[src/design/cdsd_pkg.sv]
// constants, segment table and hour rewrite for the clock digit scan driver
`default_nettype none
package cdsd_pkg;

	localparam int unsigned BLINK_PERIOD    = 500;
	localparam int unsigned BLINK_OFF_TICKS = 250;
	localparam int unsigned BLINK_W         = 9;

	typedef logic [2:0] pos_t;
	typedef logic [1:0] cfg_idx_t;
	typedef logic [7:0] seg_t;

	localparam pos_t POS_H10   = 3'd0;
	localparam pos_t POS_H01   = 3'd1;
	localparam pos_t POS_COLON = 3'd2;
	localparam pos_t POS_M10   = 3'd3;
	localparam pos_t POS_M01   = 3'd4;

	localparam cfg_idx_t CFG_HOUR_24     = 2'd0;
	localparam cfg_idx_t CFG_BLINK_WHOLE = 2'd1;
	localparam cfg_idx_t CFG_BLINK_COLON = 2'd2;

	localparam logic [3:0] ROW_COLON = 4'd10;

	localparam seg_t SEG_PM_DOT    = 8'h80;
	localparam seg_t SEG_ALARM_DOT = 8'h04;
	localparam seg_t SEG_BLANK     = 8'hFF;

	localparam logic [7:0] HOURS_NOON = 8'h12;
	localparam logic [7:0] HOURS_BAD  = 8'h88;

	function automatic seg_t seg_pattern(input logic [3:0] row);
		seg_t pat;
		case (row)
			4'd0:    pat = 8'hC0;
			4'd1:    pat = 8'hF9;
			4'd2:    pat = 8'hA4;
			4'd3:    pat = 8'hB0;
			4'd4:    pat = 8'h99;
			4'd5:    pat = 8'h92;
			4'd6:    pat = 8'h82;
			4'd7:    pat = 8'hF8;
			4'd8:    pat = 8'h80;
			4'd9:    pat = 8'h98;
			4'd10:   pat = 8'hFC;
			4'd11:   pat = 8'h80;
			4'd12:   pat = 8'h04;
			default: pat = SEG_BLANK;
		endcase
		return pat;
	endfunction

	function automatic logic [7:0] hours_24(input logic [7:0] hours, input logic pm);
		logic [7:0] res;
		if (!pm) begin
			res = (hours == HOURS_NOON) ? 8'h00 : hours;
		end else begin
			case (hours) inside
				HOURS_NOON:     res = HOURS_NOON;
				[8'h01:8'h07]:  res = hours + 8'h12;
				8'h08:          res = 8'h20;
				8'h09:          res = 8'h21;
				8'h10:          res = 8'h22;
				8'h11:          res = 8'h23;
				default:        res = HOURS_BAD;
			endcase
		end
		return res;
	endfunction

endpackage
`default_nettype wire

[src/design/clock_digit_scan_driver.sv]
// scan driver for a five-position multiplexed seven-segment clock display
// the result is registered and appears in the cycle after its input item is accepted
// throughput: one item per cycle; a new item is taken while the result
// register is empty or being drained in the same cycle
// reset: digit position set to M01, blink counter and configuration registers cleared,
// no result held
`default_nettype none
module clock_digit_scan_driver import cdsd_pkg::*; (
	input  wire logic        clk,
	input  wire logic        arst_n,
	input  wire logic        cfg_we,
	input  wire cfg_idx_t    cfg_index,
	input  wire logic        cfg_data,
	input  wire logic        s_tvalid,
	output      logic        s_tready,
	input  wire logic [23:0] s_tdata,   // hours_bcd[7:0], minutes_bcd[7:0], is_pm, alarm_armed
	output      logic        m_tvalid,
	input  wire logic        m_tready,
	output      logic [15:0] m_tdata    // digit_select[2:0], segment_pins[7:0]
);

	logic hour_24_q, blink_whole_q, blink_colon_q;
	pos_t pos_q;
	logic [BLINK_W-1:0] blink_q;
	logic out_valid_q;
	pos_t out_pos_q;
	seg_t out_seg_q;

	logic [7:0] hours_in, minutes_in, hours;
	logic pm, alarm, accept, off_phase;
	pos_t pos_next;
	logic [BLINK_W-1:0] blink_next;
	logic [3:0] row;
	seg_t pins;

	assign hours_in   = s_tdata[7:0];
	assign minutes_in = s_tdata[15:8];
	assign pm         = s_tdata[16];
	assign alarm      = s_tdata[17];

	assign s_tready = !out_valid_q || m_tready;
	assign accept   = s_tvalid && s_tready;

	always_comb begin
		pos_next   = (pos_q >= POS_M01) ? POS_H10 : pos_q + 3'd1;
		blink_next = (blink_q == BLINK_W'(BLINK_PERIOD - 1)) ? '0 : blink_q + 1'b1;
		off_phase  = blink_next < BLINK_W'(BLINK_OFF_TICKS);
		hours      = hour_24_q ? hours_24(hours_in, pm) : hours_in;
		case (pos_next)
			POS_H10:   row = hours[7:4];
			POS_H01:   row = hours[3:0];
			POS_COLON: row = ROW_COLON;
			POS_M10:   row = minutes_in[7:4];
			default:   row = minutes_in[3:0];
		endcase
		pins = seg_pattern(row);
		if (pos_next == POS_H10 && row == 4'd0)
			pins = SEG_BLANK;
		if (pos_next == POS_M01 && !hour_24_q && pm)
			pins = pins & ~SEG_PM_DOT;
		if (pos_next == POS_COLON && alarm)
			pins = pins & ~SEG_ALARM_DOT;
		if (blink_whole_q && off_phase) begin
			pins = SEG_BLANK;
		end else if (pos_next == POS_COLON && off_phase && blink_colon_q) begin
			pins = alarm ? (SEG_BLANK & ~SEG_ALARM_DOT) : SEG_BLANK;
		end
	end

	always_ff @(posedge clk or negedge arst_n) begin
		if (!arst_n) begin
			hour_24_q     <= 1'b0;
			blink_whole_q <= 1'b0;
			blink_colon_q <= 1'b0;
		end else if (cfg_we) begin
			case (cfg_index)
				CFG_HOUR_24:     hour_24_q     <= cfg_data;
				CFG_BLINK_WHOLE: blink_whole_q <= cfg_data;
				CFG_BLINK_COLON: blink_colon_q <= cfg_data;
				default: ;
			endcase
		end
	end

	always_ff @(posedge clk or negedge arst_n) begin
		if (!arst_n) begin
			pos_q       <= POS_M01;
			blink_q     <= '0;
			out_valid_q <= 1'b0;
		end else begin
			if (accept) begin
				pos_q       <= pos_next;
				blink_q     <= blink_next;
				out_valid_q <= 1'b1;
			end else if (m_tready) begin
				out_valid_q <= 1'b0;
			end
		end
	end

	always_ff @(posedge clk) begin
		if (accept) begin
			out_pos_q <= pos_next;
			out_seg_q <= pins;
		end
	end

	assign m_tvalid = out_valid_q;
	assign m_tdata  = {5'd0, out_seg_q, out_pos_q};

	a_pos_range: assert property (@(posedge clk) disable iff (!arst_n) pos_q <= POS_M01)
		else $error("digit position out of range");
	a_blink_range: assert property (@(posedge clk) disable iff (!arst_n)
		blink_q < BLINK_W'(BLINK_PERIOD))
		else $error("blink counter out of range");
	a_out_pos: assert property (@(posedge clk) disable iff (!arst_n)
		accept |=> (m_tvalid && m_tdata[2:0] == pos_q))
		else $error("result position differs from scan state");
	a_blank_whole: assert property (@(posedge clk) disable iff (!arst_n)
		(accept && blink_whole_q && off_phase) |=> (m_tdata[10:3] == SEG_BLANK))
		else $error("display not blanked in blink-off phase");

endmodule
`default_nettype wire
[config.mk]
export PLATFORM = sky130hd
export DESIGN_NAME = clock_digit_scan_driver
export DESIGN_NICKNAME = d
export VERILOG_FILES = /design/src/design/cdsd_pkg.sv /design/src/design/clock_digit_scan_driver.sv
export SDC_FILE = /design/constraint.sdc
export NUM_CORES = 1
export LEC_CHECK = 0
export BUFFER_PORTS_ARGS = -buffer_cell sky130_fd_sc_hd__buf_2
export CORE_MARGIN = 10
export CORE_UTILIZATION = 41
export CTS_BUF_LIST = sky130_fd_sc_hd__clkbuf_4 sky130_fd_sc_hd__clkbuf_8
export CTS_CLUSTER_DIAMETER = 50
export DETAILED_ROUTE_END_ITERATION = 8
export PLACE_DENSITY_LB_ADDON = 0.12
export SYNTH_ARGS = -nofsm -noshare
export SYNTH_HDL_FRONTEND = slang
export SYNTH_SLANG_ARGS = --single-unit
[constraint.sdc]
create_clock -name clk -period 3.8 [get_ports clk]
set_input_delay 0.19 -clock clk [delete_from_list [all_inputs] [get_ports clk]]
set_output_delay 0.19 -clock clk [all_outputs]
set_load 0.01 [all_outputs]
# ---- Yosys cells after proc, flatten, opt, wreduce, memory -nomap -nowiden
# Memory sizes are Yosys's and may differ from the RTL's.
# Cells that the tools add are included.
dict set report op_classes {
  addsub 3
  magnitude_cmp 4
  n_eq_ne 12
  muxes 19
  reduce_logical 19
}
# op n
set op_table {}
lappend op_table {{two-way mux 8 bit} 12}
lappend op_table {{== test 8 x 5 -> 1 bit (second input constant)} 3}
lappend op_table {{== test 8 x 4 -> 1 bit (second input constant)} 2}
lappend op_table {{one-hot mux 4 bit (4 select lines)} 1}
lappend op_table {{adder 9 x 1 -> 9 bit (second input constant)} 1}
lappend op_table {{== test 9 bit (second input constant)} 1}
lappend op_table {{logical AND 1 bit} 9}
lappend op_table {{< comparator 9 x 8 -> 1 bit (second input constant)} 1}
lappend op_table {{two-way mux 3 bit} 3}
lappend op_table {{two-way mux 9 bit} 1}
lappend op_table {{adder 8 x 5 -> 8 bit (second input constant)} 1}
lappend op_table {{>= comparator 8 x 1 -> 1 bit (second input constant)} 1}
lappend op_table {{less-or-equal comparator 8 x 3 -> 1 bit (second input constant)} 1}
lappend op_table {{== test 3 x 2 -> 1 bit (second input constant)} 2}
lappend op_table {{AND reduction 2 bit} 3}
lappend op_table {{logical NOT 4 bit} 1}
lappend op_table {{adder 3 x 1 -> 3 bit (second input constant)} 1}
lappend op_table {{== test 3 x 1 -> 1 bit (second input constant)} 1}
lappend op_table {{== test 3 bit (second input constant)} 1}
lappend op_table {{>= comparator 3 bit (second input constant)} 1}
lappend op_table {{logical NOT 3 bit} 1}
lappend op_table {{== test 2 x 1 -> 1 bit (second input constant)} 1}
lappend op_table {{== test 2 bit (second input constant)} 1}
lappend op_table {{logical NOT 1 bit} 2}
lappend op_table {{4 further kinds} 5}
dict set report word_totals {
  register_bits 27
  mem_bits_ro 128
  in_bits 32
  output_inout_bits 18
  word_cells 66
  n_memories 1
}
# name words word_bits rd rd_clocked_by_memory_dff write_ports line_no
set mem_list {}
lappend mem_list {{(no name shown)} 16 8 1 0 0 cdsd_pkg.sv:34} ;# case (row)

# ---- Longest topological paths before layout
dict set report logic_depth {
  ltp_word 16
  mapped_depth 14
  depth_no_buf 12
}

# ---- Worst setup path before layout
# Ideal clock, no wire load.
dict set report synth_path {
  path_kind {reg-to-reg}
  start {register pos_q[0]}
  end {register out_seg_q[1], data pin}
  setup_time_ps 180
  arrival_time_ps 3107
  required_ps 3620
  path_slack_ps 513
  stages_incl_launch_ff 14
  path_buffers 2
  period_less_slack_ps 3287
  cell_sequence {dfrtp_1 > clkbuf_1 > inv_1 > ha_1 > buf_6 > nand2b_1 > or2b_2 > o211a_1 > o32ai_1 > ha_1 > nand3_1 > or3_1 > o22a_2 > o311ai_1}
}
dict set report synth_between {
  elab_chain_len 10
  word_cells_on_any_way 17
  classes_between {add/sub (1); order compare (1); eq/ne (3); mux (6); reduce/logical (5); memory (1)}
}
# item line_no
set synth_rtl {}
lappend synth_rtl {{from (decl)} clock_digit_scan_driver.sv:23} ;# pos_t pos_q;
lappend synth_rtl {{from (signal assigned)} clock_digit_scan_driver.sv:92} ;# pos_q <= pos_next;
lappend synth_rtl {{adder 3 x 1 -> 3 bit / >= comparator 3 bit (equally long branches)} clock_digit_scan_driver.sv:45} ;# pos_next = (pos_q >= POS_M01) ? POS_H10 : pos_q + 3'd1;
lappend synth_rtl {{two-way mux 3 bit (*)} clock_digit_scan_driver.sv:45}
lappend synth_rtl {{parallel branches: the longest is 7 deep, another holds memory (16 x 8 bit)} --}
lappend synth_rtl {{two-way mux 8 bit (*)} clock_digit_scan_driver.sv:65} ;# end else if (pos_next == POS_COLON && off_phase && blink_colon_q) begin
lappend synth_rtl {{to (signal assigned)} clock_digit_scan_driver.sv:104} ;# out_seg_q <= pins;
lappend synth_rtl {{to (decl)} clock_digit_scan_driver.sv:27} ;# seg_t out_seg_q;
# Mark *: on every way between the ends.
# A chain may end at the register's enable or synchronous reset.

# ---- Worst setup path after layout
dict set report layout_path {
  start {register pos_q[0]}
  end {register out_seg_q[4], data pin}
}
dict set report layout_between {
  elab_chain_len 9
  word_cells_on_any_way 16
  classes_between {add/sub (1); order compare (1); eq/ne (3); mux (5); reduce/logical (5); memory (1)}
}
# item line_no
set layout_rtl {}
lappend layout_rtl {{adder 3 x 1 -> 3 bit / >= comparator 3 bit (equally long branches)} clock_digit_scan_driver.sv:45}
lappend layout_rtl {{two-way mux 3 bit (*)} clock_digit_scan_driver.sv:45}
lappend layout_rtl {{parallel branches: the longest is 6 deep, another holds memory (16 x 8 bit)} --}
lappend layout_rtl {{two-way mux 8 bit (*)} clock_digit_scan_driver.sv:65}
# Marks and branches as above.

==> results.cfg <==
[placement]
dpl-instance-area_sq_um = 2400
dp.final_hpwl_mm = 4.12
gp_congestion = 0.872
post-place-ws_ns = 0.563
numPortBuffers = 38

[global_routing]
grt_max_degree = 23
grt_usage_pct = 12.2
grt_pass1_wl_mm = 8.87
grt_pass1_vias = 1857
grt_overflow_total = 0
antenna_found_initial = 0

[detailed_routing]
drt_iter0_drc = 131
top_layer = met4
wl_met1_mm = 2.61
routed_wl_mm = 5.21
viasPerCell = 5.63
drc = 0
route.met3.wl_um = 215
ant_nets = 0
vias = 1970
firstDrtPassIters = 4
wl_met2_mm = 2.36
post_drt_wl_per_cell_um = 14.9

[power_and_ir_drop]
p_total_uw = 1920
p_sw_share_pct = 45.2
power_leakage_uw = 0.00101
internal_power_uw = 1050
power_density_nw_per_um2 = 779
vdd_ir_drop_max_mv = 0.360
p_clk_share_pct = 8.4
seqPwrFrac_pct = 30.3
p_switching_uw = 865
combPwrFrac_pct = 61.3

[yosys]
async_flop_share_pct = 59.3
syn_inst = 245
syn-cell-area_sq_um = 2180
syn_area_per_cell_sq_um = 8.89
ys_warn_count = 0
synth_cell_types = 68
seq_area_frac_synth_pct = 33.6
synthFlopType = dfrtp_1
ys_seq_elements = 27
synth_enable_flop_cells = 11

[cells_and_area]
antenna_cells = 0
finish.net_count = 323
design_area_sq_um = 2460
post-route-util_pct = 47.8
filler_cell_count = 546
syn2layout_area_growth_pct = 12.9
drive_above_1_share_pct = 22.1

[clock_tree]
cts.path.max_buffers = 2
cts_hold_buf = 1
clock-sinks = 27
post_cts_buffers = 0
insertion_delay_ns = 0.27
root_buffer = clkbuf_8
numCtsBuffers = 3
post_cts_resized = 0
cts.clk_slew.worst_paths_ns = 0.09
cts_tree = built
cts_htree_levels = 1

[die]
core_sq_um = 5140
ios = 50
dieArea_sq_um = 8620
start_util_pct = 42.4
row_count = 26
die_height_um = 92.9
die_w_um = 92.9

[worst_setup_path]
crit_required_ns = 3.93
r2r_slack_ns = 0.52
r2r_start = pos_q[0]$_DFFE_PN0P_
reg2reg_to = out_seg_q[4]$_SDFFCE_PP1P_
setup.worst_path.start_class = flop
critPathMaxFanout = 12
cp-end-kind = flop
path_class = reg2reg
worstPathArrival_ns = 3.41
reg2reg_depth = 12

[timing]
rsz0062_at_grt = false
fin_ws_ns = 0.522
tightestPinTransition_ns = 0.756
setup_viol = 0
setup_tns_ns = 0
fin_crit_sh_pct = 86.3
maxSlewHeadroom_pct = 49.2
hold_viol = 0
max_freq_mhz = 305
fin_skew_ns = 0.00822
min_period_ns = 3.28
drv_slew = 0

[flow_run]
cap_viol_max_count = 0

[outcome]
status = finished clean

[worst_hold_path]
worstHoldPathType = in2reg
whs_path_depth = 2
worstHoldEndpoint = m_tvalid$_DFFE_PN0P_
hp-start = s_tvalid
==> logic make-up (layout without fill, tap and decap cells) <==
logic type,Yosys count,after routing,share of synthesized area [%]
AO/OA/AOI/OAI,74,74,24.7
XOR/XNOR,2,2,0.805
adder cells (fa/ha/maj),10,10,5.75
buffers and inverters,31,62,7.13
flip-flops,27,27,33.6
multiplexers,5,5,2.53
other,1,5,0.172
AND/OR/NAND/NOR,95,95,25.3
==> power groups by stage <==
stage               registers [uW]  clock network, uW  logic [uW]
global placement               582                  0        1170
CTS                            579                169        1180
finish                         580                162        1170
global route                   602                183        1330
floorplan                      550                  0         903
detailed placement             585                  0        1170
==> metrics by stage <==
stage	hold WS (ns)	cells
final	0.128	350
after global routing	0.128	350
after CTS	0.120	350
after detailed placement	0.135	345
after global placement	0.132	345
after floorplan	-0.106	249
==> worst max-delay path, stage by stage, from the launching register on <==
cell	delay (ns)
dfrtp_1	0.57
inv_1	0.11
ha_1	0.37
buf_4	0.18
nor4_4	0.44
nand4_1	0.15
a21oi_1	0.18
o32ai_1	0.13
buf_4	0.16
inv_1	0.10
ha_1	0.28
or3_1	0.37
nand4_1	0.09
==> cells in the mapped netlist, types with 2 or more instances <==
library cell  instances  area share (%)
o211a_1               2            0.92
ha_1                 10             5.7
o21ai_0              18             4.1
nor4_1                2            0.57
nand2b_1              4             1.1
a21oi_1              10             2.3
inv_1                15             2.6
nand3_1               7             1.6
or2b_2                2            0.80
clkbuf_1              6             1.0
mux2_2                4             2.1
a31oi_1               8             2.3
nand4_1               9             2.6
buf_6                 2             1.0
dfrtp_1              15              17
nor3b_1               2            0.69
o22ai_1               2            0.57
nor2b_1               6             1.7
nand4b_1              2            0.80
edfxtp_1             11              15
nor3_1                6             1.4
a211o_1               2            0.80
nand2_1              21             3.6
o31ai_1               4             1.4
or3_1                 4             1.1
o21a_1                2            0.69
nor2_1               13             2.2
buf_4                 6             2.1
and2_1                2            0.57
o211ai_1              8             2.8
nand3b_1              3             1.0
==> layer usage <==
metal / up-vias / track usage (%)
met1: 934 / 16.6
met4: 0 / 2.70
met5: - / 0
li1: 998 / -
met3: 2 / 2.34
met2: 36 / 19.2
==> registers in the layout, indices dropped and copies added (netlist names) <==
register and cells:
blink_colon_q 1, blink_q 9, blink_whole_q 1, hour_24_q 1
m_tvalid 1, out_pos_q 3, out_seg_q 8, pos_q 3
==> placed cells by master, fill, tap and decap left out, drive strengths merged, types with 7 or more instances in the layout <==
cell and n:
edfxtp 11, dfrtp 15, nand2 22, nand3 7
buf 42, inv 16, nand4 9, nor2 13
o21ai 19, a31oi 8, ha 10, a21oi 10
o211ai 8
==> worst max path at each step <==
stage	slack, ns	from	endpoint
global placement	0.57	pos_q[0]$_DFFE_PN0P_	out_seg_q[1]$_SDFFCE_PP1P_
finish	0.52	pos_q[0]$_DFFE_PN0P_	out_seg_q[4]$_SDFFCE_PP1P_
global route	0.23	pos_q[0]$_DFFE_PN0P_	out_seg_q[0]$_SDFFCE_PP1P_
CTS	0.52	pos_q[0]$_DFFE_PN0P_	out_seg_q[1]$_SDFFCE_PP1P_
detailed placement	0.56	pos_q[0]$_DFFE_PN0P_	out_seg_q[1]$_SDFFCE_PP1P_
floorplan	0.51	pos_q[0]$_DFFE_PN0P_	out_seg_q[1]$_SDFFCE_PP1P_
==> layout make-up <==
type | instances | area (sq um) | share of cell area [%]
clock buffers | 3 | 41.3 | 1.68
clock inverters | 1 | 6.26 | 0.254
inverters | 15 | 56.3 | 2.29
multi-input cells | 191 | 1310 | 53.1
flip-flops and latches | 27 | 732 | 29.8
well taps | 70 | 87.6 | 3.56
repair buffers | 43 | 230 | 9.36
Power figures use the tool's default switching activity.
